### src/rtl/core/dfmw_pkg.sv
`timescale 1ns / 1ps
// ----------------------------------------------------------------------------
// dfmw_pkg: shared types and constants for the maze walker
// Codes, direction table and the command and status bundles that join the
// controller to the datapath.
// ----------------------------------------------------------------------------
package dfmw_pkg;

   localparam int KIND_W  = 2;
   localparam int POS_W   = 6;
   localparam int MASK_W  = 8;
   localparam int CFG_W   = 7;
   localparam int CSR_IDX_W = 1;

   localparam logic [CFG_W-1:0] CFG_RESET = 7'd64;

   localparam logic [KIND_W-1:0] KIND_LOAD    = 2'd0;
   localparam logic [KIND_W-1:0] KIND_STEP    = 2'd1;
   localparam logic [KIND_W-1:0] KIND_RESTART = 2'd2;

   localparam logic [CSR_IDX_W-1:0] CSR_GRID_WIDTH  = 1'b0;
   localparam logic [CSR_IDX_W-1:0] CSR_GRID_HEIGHT = 1'b1;

   localparam logic [2:0] DIR_LAST = 3'd7;

   // Search order N, NE, E, SE, S, SW, W, NW; offsets in two's complement.
   localparam logic [1:0] DIR_DX [8] = '{2'b00, 2'b01, 2'b01, 2'b01,
                                         2'b00, 2'b11, 2'b11, 2'b11};
   localparam logic [1:0] DIR_DY [8] = '{2'b11, 2'b11, 2'b00, 2'b01,
                                         2'b01, 2'b01, 2'b00, 2'b11};
   localparam logic [MASK_W-1:0] DIR_BIT [8] = '{8'h01, 8'h02, 8'h40, 8'h08,
                                                 8'h10, 8'h20, 8'h04, 8'h80};

   typedef enum logic [1:0] {
      ACT_ACK     = 2'd0,
      ACT_ADVANCE = 2'd1,
      ACT_BACK    = 2'd2,
      ACT_DONE    = 2'd3
   } action_type;

   typedef enum logic [2:0] {
      ST_BOOT,
      ST_CLEAR,
      ST_IDLE,
      ST_EVAL,
      ST_DIR,
      ST_CHECK,
      ST_POP_WAIT,
      ST_FINISH
   } state_type;

   typedef struct packed {
      logic       wall_wr;
      logic       wall_rd;
      logic       open_load;
      logic       open_zero;
      logic       set_action;
      action_type action;
      logic       restart;
      logic       clear_step;
      logic       dir_zero;
      logic       dir_inc;
      logic       vis_rd;
      logic       push;
      logic       pop;
      logic       pop_load;
      logic       load_rsp;
   } cmd_type;

   typedef struct packed {
      logic count_zero;
      logic count_one;
      logic goal;
      logic dir_open;
      logic dir_last;
      logic visit_ok;
      logic clear_last;
   } status_type;

endpackage

### src/rtl/core/dfmw_ctrl.sv
`timescale 1ns / 1ps
// ----------------------------------------------------------------------------
// dfmw_ctrl: maze walker sequencer
// Walks each step transaction through wall read, neighbor checks, push or pop,
// and hands every result to the output register.
// ----------------------------------------------------------------------------
module dfmw_ctrl (
   input  logic                              clock,
   input  logic                              reset,
   input  logic                              req_valid,
   output logic                              req_ready,
   input  logic [dfmw_pkg::KIND_W-1:0]       req_kind,
   output logic                              rsp_valid,
   input  logic                              rsp_ready,
   input  dfmw_pkg::status_type              status,
   output dfmw_pkg::cmd_type                 cmd
);

   dfmw_pkg::state_type state_ff, state_in;
   logic                rsp_valid_ff, rsp_valid_in;
   logic                out_free;

   assign out_free  = !rsp_valid_ff || rsp_ready;
   assign rsp_valid = rsp_valid_ff;

   always_comb begin
      state_in = state_ff;
      unique case (state_ff)
         dfmw_pkg::ST_BOOT: begin
            if (status.clear_last) state_in = dfmw_pkg::ST_IDLE;
         end
         dfmw_pkg::ST_CLEAR: begin
            if (status.clear_last) state_in = dfmw_pkg::ST_FINISH;
         end
         dfmw_pkg::ST_IDLE: begin
            if (req_valid) begin
               unique case (req_kind)
                  dfmw_pkg::KIND_RESTART: state_in = dfmw_pkg::ST_CLEAR;
                  dfmw_pkg::KIND_STEP: begin
                     state_in = status.count_zero ? dfmw_pkg::ST_FINISH
                                                  : dfmw_pkg::ST_EVAL;
                  end
                  default: state_in = dfmw_pkg::ST_FINISH;
               endcase
            end
         end
         dfmw_pkg::ST_EVAL: begin
            state_in = status.goal ? dfmw_pkg::ST_FINISH : dfmw_pkg::ST_DIR;
         end
         dfmw_pkg::ST_DIR: begin
            priority if (status.dir_open) state_in = dfmw_pkg::ST_CHECK;
            else if (status.dir_last) begin
               state_in = status.count_one ? dfmw_pkg::ST_FINISH
                                           : dfmw_pkg::ST_POP_WAIT;
            end
         end
         dfmw_pkg::ST_CHECK: begin
            priority if (status.visit_ok) state_in = dfmw_pkg::ST_FINISH;
            else if (status.dir_last) begin
               state_in = status.count_one ? dfmw_pkg::ST_FINISH
                                           : dfmw_pkg::ST_POP_WAIT;
            end
            else state_in = dfmw_pkg::ST_DIR;
         end
         dfmw_pkg::ST_POP_WAIT: state_in = dfmw_pkg::ST_FINISH;
         dfmw_pkg::ST_FINISH: begin
            if (out_free) state_in = dfmw_pkg::ST_IDLE;
         end
      endcase
   end

   always_comb begin
      cmd        = '0;
      cmd.action = dfmw_pkg::ACT_ACK;
      req_ready  = 1'b0;
      unique case (state_ff)
         dfmw_pkg::ST_BOOT,
         dfmw_pkg::ST_CLEAR: cmd.clear_step = 1'b1;
         dfmw_pkg::ST_IDLE: begin
            req_ready = 1'b1;
            if (req_valid) begin
               cmd.open_zero  = 1'b1;
               cmd.set_action = 1'b1;
               unique case (req_kind)
                  dfmw_pkg::KIND_LOAD:    cmd.wall_wr = 1'b1;
                  dfmw_pkg::KIND_RESTART: cmd.restart = 1'b1;
                  dfmw_pkg::KIND_STEP: begin
                     cmd.action  = dfmw_pkg::ACT_DONE;
                     cmd.wall_rd = !status.count_zero;
                  end
                  default: cmd.action = dfmw_pkg::ACT_ACK;
               endcase
            end
         end
         dfmw_pkg::ST_EVAL: begin
            cmd.open_load  = 1'b1;
            cmd.set_action = status.goal;
            cmd.action     = dfmw_pkg::ACT_DONE;
            cmd.dir_zero   = !status.goal;
         end
         dfmw_pkg::ST_DIR: begin
            priority if (status.dir_open) cmd.vis_rd = 1'b1;
            else if (status.dir_last) begin
               cmd.pop        = 1'b1;
               cmd.set_action = status.count_one;
               cmd.action     = dfmw_pkg::ACT_DONE;
            end
            else cmd.dir_inc = 1'b1;
         end
         dfmw_pkg::ST_CHECK: begin
            priority if (status.visit_ok) begin
               cmd.push       = 1'b1;
               cmd.set_action = 1'b1;
               cmd.action     = dfmw_pkg::ACT_ADVANCE;
            end
            else if (status.dir_last) begin
               cmd.pop        = 1'b1;
               cmd.set_action = status.count_one;
               cmd.action     = dfmw_pkg::ACT_DONE;
            end
            else cmd.dir_inc = 1'b1;
         end
         dfmw_pkg::ST_POP_WAIT: begin
            cmd.pop_load   = 1'b1;
            cmd.set_action = 1'b1;
            cmd.action     = dfmw_pkg::ACT_BACK;
         end
         dfmw_pkg::ST_FINISH: cmd.load_rsp = out_free;
      endcase
   end

   always_comb begin
      priority if (cmd.load_rsp) rsp_valid_in = 1'b1;
      else if (rsp_ready) rsp_valid_in = 1'b0;
      else rsp_valid_in = rsp_valid_ff;
   end

   always_ff @(posedge clock) begin
      if (reset) begin
         state_ff     <= dfmw_pkg::ST_BOOT;
         rsp_valid_ff <= 1'b0;
      end else begin
         state_ff     <= state_in;
         rsp_valid_ff <= rsp_valid_in;
      end
   end

endmodule

### config.mk
export PLATFORM = sky130hd
export DESIGN_NAME = dfmw_ctrl
export DESIGN_NICKNAME = d
export VERILOG_FILES = /design/src/rtl/core/dfmw_pkg.sv /design/src/rtl/core/dfmw_ctrl.sv
export SDC_FILE = /design/constraint.sdc
export NUM_CORES = 1
export LEC_CHECK = 0
export BUFFER_PORTS_ARGS = -buffer_cell sky130_fd_sc_hd__buf_2
export CELL_PAD_IN_SITES_DETAIL_PLACEMENT = 1
export CELL_PAD_IN_SITES_GLOBAL_PLACEMENT = 2
export CORE_ASPECT_RATIO = 1.25
export CORE_MARGIN = 5
export CORE_UTILIZATION = 20
export CTS_CLUSTER_DIAMETER = 200
export DETAILED_ROUTE_END_ITERATION = 10
export GPL_TIMING_DRIVEN = 0
export PLACE_DENSITY_LB_ADDON = 0.3
export SYNTH_ARGS = -nofsm -noshare
export SYNTH_HDL_FRONTEND = slang
export SYNTH_SLANG_ARGS = --single-unit
### constraint.sdc
create_clock -name clock -period 1.6 [get_ports clock]
set_input_delay 0.32 -clock clock [delete_from_list [all_inputs] [get_ports clock]]
set_output_delay 0.32 -clock clock [all_outputs]
set_load 0.01 [all_outputs]
==> results.json, run 1 <==
{
  "final_cell_area_um2": 1040,
  "max_cap_viol_count": 0,
  "worstSetupEndpointType": "output pin",
  "fin_crit_sh_pct": 107,
  "setup_viol": 10,
  "setup.worst_path.class": "flip-flop to output pin",
  "outcome": "finished, violations left",
  "max_freq_ghz": 0.583,
  "yosysTopAreaCell": "dfxtp_1",
  "critical_path.max_stage_delay_ns": 0.32,
  "r2r_setup_slack_ns": 0.04,
  "nNetsFinal": 141,
  "irDropWorstVdd_v": 0.000538,
  "start_util_pct": 21.1,
  "fin_hold_ws_ns": 0.314,
  "first_iter_violations": 11,
  "overflow": 0,
  "clockBufferDepth": 2,
  "grt_pass1_wl_um": 3660,
  "synth.distinct_cells": 35,
  "dieArea_um2": 3740,
  "tns_ns": -0.520,
  "io_pins": 31,
  "synth_enable_flop_cells": 0,
  "slew_viol_final": 0,
  "crit_required_ns": 1.28,
  "slowest_stage": "dfxtp_2",
  "die_x_um": 55.7,
  "synth_flop_cell": "dfxtp_1",
  "clockRootBuffer": "clkbuf_4",
  "fin_skew_ns": 0.00104,
  "cp_top_family": "buffers and inverters",
  "synthToLayoutAreaGrowth_pct": 98.1,
  "place_area_um2": 716,
  "port_buffers": 30,
  "grt_pass1_vias": 795,
  "gp_congestion": 0.752,
  "syn_area_per_cell_um2": 6.88,
  "ys_ff_latch": 4,
  "yosysWarnings": 0,
  "final_core_util_pct": 41.8,
  "cts_tree": "yes",
  "clock-sinks": 4,
  "die_h_um": 67.2,
  "tightest_slew_ns": 0.456,
  "ctsHoldBuffers": 0,
  "postRouteAntennaNets": 0,
  "period_minus_slack_ns": 1.71,
  "dp_hpwl_um": 1580,
  "synth_area_leaders": "dfxtp_1 15%, nor2_1 6.5%, nand2b_1 4.8%",
  "cts-buffers-inserted": 3,
  "grt_antenna_before_repair": 0,
  "grt_max_degree": 11,
  "worst_slack_ns": -0.114,
  "cp_num_cells": 6,
  "drive_gt1_share_pct": 62.7,
  "firstDrtPassIters": 4,
  "vias_per_cell": 4.88,
  "crit_buf_inv": 3,
  "cp.arrival_ns": 1.39,
  "syn_nets": 89,
  "core-area_um2": 2480,
  "synth-seq-area-share_pct": 15.3,
  "async_flop_share_pct": 0,
  "pre_cts_ws_ns": -0.0900,
  "min_path_type": "input port to flip-flop",
  "antenna_cells": 0,
  "final_hold_viol_count": 0,
  "clkSlewWorstSetupHoldPaths_ns": 0.04,
  "worst-path-max-fanout": 8,
  "vias": 776,
  "slew_headroom_pct": 69.4,
  "r2r_cells": 7,
  "rsz0062_at_grt": "yes",
  "yosysTopAreaCellShare_pct": 15.3,
  "h-tree-depth": 1,
  "start_kind": "flip-flop",
  "track_usage_pct": 12.0,
  "syn_area_um2": 523,
  "p_leak_nw": 0.484,
  "post_drt_wl_per_cell_um": 14.9,
  "violations": "negative setup slack",
  "power.density_nw_per_um2": 1510,
  "routed_wl_um": 2360,
  "post-route-drc-count": 0,
  "insertion_delay_ns": 0.23,
  "row_count": 20,
  "hold_depth": 2,
  "worstPathCellList": "buf_6 > buf_8 > a31o_4 > a21oi_2 > o31ai_1 > buf_2",
  "synthCells": 76
}
==> cell families (layout without fill, tap and decap cells) <==
| group | Yosys count | after routing | synth area share [%] |
|---|---|---|---|
| AND/OR/NAND/NOR | 41 | 41 | 44.7 |
| AO/OA/AOI/OAI | 20 | 20 | 28.7 |
| buffers and inverters | 11 | 61 | 11.2 |
| flip-flops | 4 | 4 | 15.3 |
==> synthesized netlist by cell type (2+ instances only) <==
master / count
buf_2: 2
or3_1: 2
dfxtp_1: 4
inv_1: 6
a21oi_1: 4
nor4_1: 2
nor4b_1: 2
buf_4: 2
nor2b_1: 4
nand2_1: 5
a311oi_1: 2
nor3b_1: 3
o21ai_0: 2
nor3_1: 3
nand3_1: 2
nand2b_1: 4
nor2_1: 9
==> final cells by class <==
type / count / area [µm²]
inverter: 6 / 22.5
tap: 33 / 41.3
sequential: 4 / 88.8
multi-input combinational: 61 / 509
buffer: 4 / 52.6
timing repair buffer: 48 / 299
clock buffer: 3 / 22.5
fill: 315 / 1440
==> per-layer routing <==
metal  up-vias  track usage, %  share of wire, %
li1        385               -                 -
met1       366            13.3                41
met2        21            22.3                52
met3         4            2.10               4.6
met4         0            5.17               1.5
met5         -               0                 0
==> placed cells by master, fill, tap and decap left out, types with 2 or more instances in the layout <==
master     instances
a2111oi_4          2
a21oi_1            3
a311oi_1           2
buf_2             29
buf_4             16
buf_6              5
buf_8              2
clkbuf_4           3
dfxtp_4            2
inv_1              4
inv_2              2
nand2_1            4
nand2b_1           3
nand2b_4           2
nand3_1            2
nor2_1             9
nor2b_1            2
nor3_1             2
nor3b_2            2
o21ai_1            2
==> sequential cells by signal, summed over array words and instances, names as in the netlist <==
name / flops
rsp_valid: 1
state_ff: 3
==> metrics by stage <==
stage | power [mW] | instances
after floorplan | 0.661 | 76
after global placement | 0.903 | 139
after detailed placement | 0.903 | 139
after CTS | 1.30 | 149
after global routing | 1.68 | 159
final | 1.57 | 159
==> final timing paths <==
check	to	from
worst min-delay path	state_ff[1]$_SDFFE_PP0P_	reset
worst min register to register	rsp_valid$_SDFFE_PP0P_	rsp_valid$_SDFFE_PP0P_
worst max register to register	state_ff[0]$_SDFFE_PP0P_	state_ff[0]$_SDFFE_PP0P_
worst max-delay path	cmd[9]	state_ff[0]$_SDFFE_PP0P_
==> what timing repair did <==
item	CTS	global route
pin swaps	5	7
endpoints found under the setup margin	12	14
gates resized for setup	25	16
setup buffers	8	10
endpoints found under the hold margin	0	0
==> where the power goes <==
group | switching, mW | internal, mW
clock | 0.0416 | 0.0839
sequential | 0.0538 | 0.148
combinational | 0.585 | 0.655
Note: power is estimated with default switching activity, not from simulation.
==> run 2: changes to the inputs <==
- CTS_BUF_LIST: not set -> sky130_fd_sc_hd__clkbuf_16
==> results.json, run 2 (synthesis gave the netlist of run 1 again) <==
{
  "outcome": "finished, violations left",
  "violations": "negative setup slack",
  "power_mw": 1.82,
  "die_x_um": 55.7,
  "io_pins": 31,
  "dieArea_um2": 3740,
  "max_freq_ghz": 0.589,
  "overflow": 0,
  "fin_skew_ns": 0.00152,
  "antenna_cells": 0,
  "setup.worst_path.class": "flip-flop to output pin",
  "largest_reg_flops": 3,
  "p_leak_nw": 0.508,
  "fin_crit_sh_pct": 106,
  "cts-buffers-inserted": 3,
  "postRouteAntennaNets": 0,
  "first_iter_violations": 36,
  "dp_cells": 139,
  "stdcell_count": 159,
  "slew_headroom_pct": 66.6,
  "setup_viol": 8,
  "worst-path-max-fanout": 8,
  "place_area_um2": 716,
  "final_common_cell": "buf_2",
  "crit_buf_inv": 3,
  "start_kind": "flip-flop",
  "final_hold_viol_count": 0,
  "grt_pass1_wl_um": 3680,
  "grt_pass1_vias": 796,
  "firstDrtPassIters": 4,
  "critical_path.max_stage_delay_ns": 0.31,
  "power.density_nw_per_um2": 1680,
  "clockBufferDepth": 2,
  "period_minus_slack_ns": 1.70,
  "vias_per_cell": 4.94,
  "max_cap_viol_count": 0,
  "routed_wl_um": 2390,
  "min_path_type": "input port to flip-flop",
  "most-common-layout-cells": "30 x buf_2, 16 x buf_4, 9 x nor2_1, 5 x inv_1",
  "tightest_slew_ns": 0.497,
  "post-route-drc-count": 0,
  "insertion_delay_ns": 0.22,
  "regMostFlops": "state_ff",
  "power.share.combinational_pct": 67.7,
  "drive_gt1_share_pct": 61.9,
  "h-tree-depth": 1,
  "nNetsFinal": 141,
  "worstPathCellList": "buf_6 > buf_8 > a31o_4 > a21oi_2 > o31ai_1 > buf_2",
  "fillers": 309,
  "core-area_um2": 2480,
  "vias": 786,
  "rsz0062_at_grt": "yes",
  "track_usage_pct": 12.1,
  "clockRootBuffer": "clkbuf_16",
  "die_h_um": 67.2,
  "worst_slack_ns": -0.0987,
  "cp.arrival_ns": 1.38,
  "cp_top_family": "buffers and inverters",
  "clock-sinks": 4,
  "start_util_pct": 21.1,
  "synthToLayoutAreaGrowth_pct": 107,
  "clkSlewWorstSetupHoldPaths_ns": 0.03,
  "post_drt_wl_per_cell_um": 15.0,
  "grt_antenna_before_repair": 0,
  "pre_cts_ws_ns": -0.0900,
  "dp_hpwl_um": 1580,
  "p_sw_mw": 0.704,
  "port_buffers": 30,
  "worstSetupEndpointType": "output pin",
  "netSwitchingFraction_pct": 38.7,
  "row_count": 20,
  "cts_tree": "yes",
  "grt_max_degree": 11,
  "slew_viol_final": 0,
  "slowest_stage": "dfxtp_2",
  "irDropWorstVdd_v": 0.000805,
  "clockPowerShare_pct": 21.2,
  "crit_required_ns": 1.28,
  "final_cell_area_um2": 1080,
  "gp_congestion": 0.752,
  "p_int_mw": 1.11,
  "p_seq_share_pct": 11.1
}
==> run 2: cell types whose count changed in the layout (fill, tap and decap cells not counted) <==
cell	before	now
clkbuf_16	0	3
clkbuf_4	3	0
buf_2	29	30
buf_6	5	4
inv_1	4	5
inv_2	2	1
==> run 2: area by class of cell <==
| class | instances | area [µm²] | share of cell area, % |
|---|---|---|---|
| inverters | 6 | 22.5 | 2.08 |
| multi-input cells | 61 | 509 | 47.1 |
| plain buffers | 4 | 52.6 | 4.86 |
| flip-flops and latches | 4 | 88.8 | 8.21 |
| clock buffers | 3 | 75.1 | 6.94 |
| repair buffers | 48 | 293 | 27.1 |
| well taps | 33 | 41.3 | 3.82 |
==> run 2: layer usage <==
metal  track usage (%)  vias up  share of wire (%)
li1                  -      386                  -
met1              13.2      375                 41
met2              22.6       21                 53
met3              2.10        4                4.5
met4              6.08        0                1.6
met5                 0        -                  0
==> run 2: timing repair <==
| item | CTS | global route |
|---|---|---|
| buffers inserted | 8 | 10 |
| pin swaps | 5 | 7 |
| setup endpoints to repair | 11 | 13 |
| resized for setup | 25 | 14 |
| hold buffers | 0 | 0 |
| hold endpoints to repair | 0 | 0 |
==> run 2: power by group through the flow <==
stage	Sequential (mW)	Combinational, mW	Clock, mW
floorplan	0.163	0.498	0
global placement	0.184	0.719	0
detailed placement	0.182	0.721	0
CTS	0.204	0.962	0.391
global route	0.206	1.33	0.398
finish	0.202	1.23	0.386
==> run 2: worst register-to-register path: stages (launching register included) <==
cell and delay, ns:
dfxtp_2 0.31, buf_6 0.14, buf_4 0.13, buf_4 0.13
or3_4 0.36, o211ai_2 0.10, a21oi_1 0.10, o22a_1 0.19
==> run 2: path summary, 6_finish.rpt <==
| kind | startpoint | endpoint | slack (ns) | cells after the start |
|---|---|---|---|---|
| setup reg to reg | state_ff[0]$_SDFFE_PP0P_ | state_ff[0]$_SDFFE_PP0P_ | 0.04 | 7 |
| hold reg to reg | rsp_valid$_SDFFE_PP0P_ | rsp_valid$_SDFFE_PP0P_ | 0.55 | 2 |
| setup / recovery | state_ff[0]$_SDFFE_PP0P_ | cmd[9] | -0.1 | 6 |
| hold / removal | reset | state_ff[1]$_SDFFE_PP0P_ | 0.33 | 2 |
==> run 2: stage by stage <==
stage	utilization, %	hold slack [ns]	TNS, ns
final	43.7	0.325	-0.367
after global placement	28.9	0.538	-0.194
after global routing	43.7	0.333	-0.936
after floorplan	-	0.389	0
after detailed placement	28.9	0.550	-0.181
after CTS	37.8	0.318	-0.710
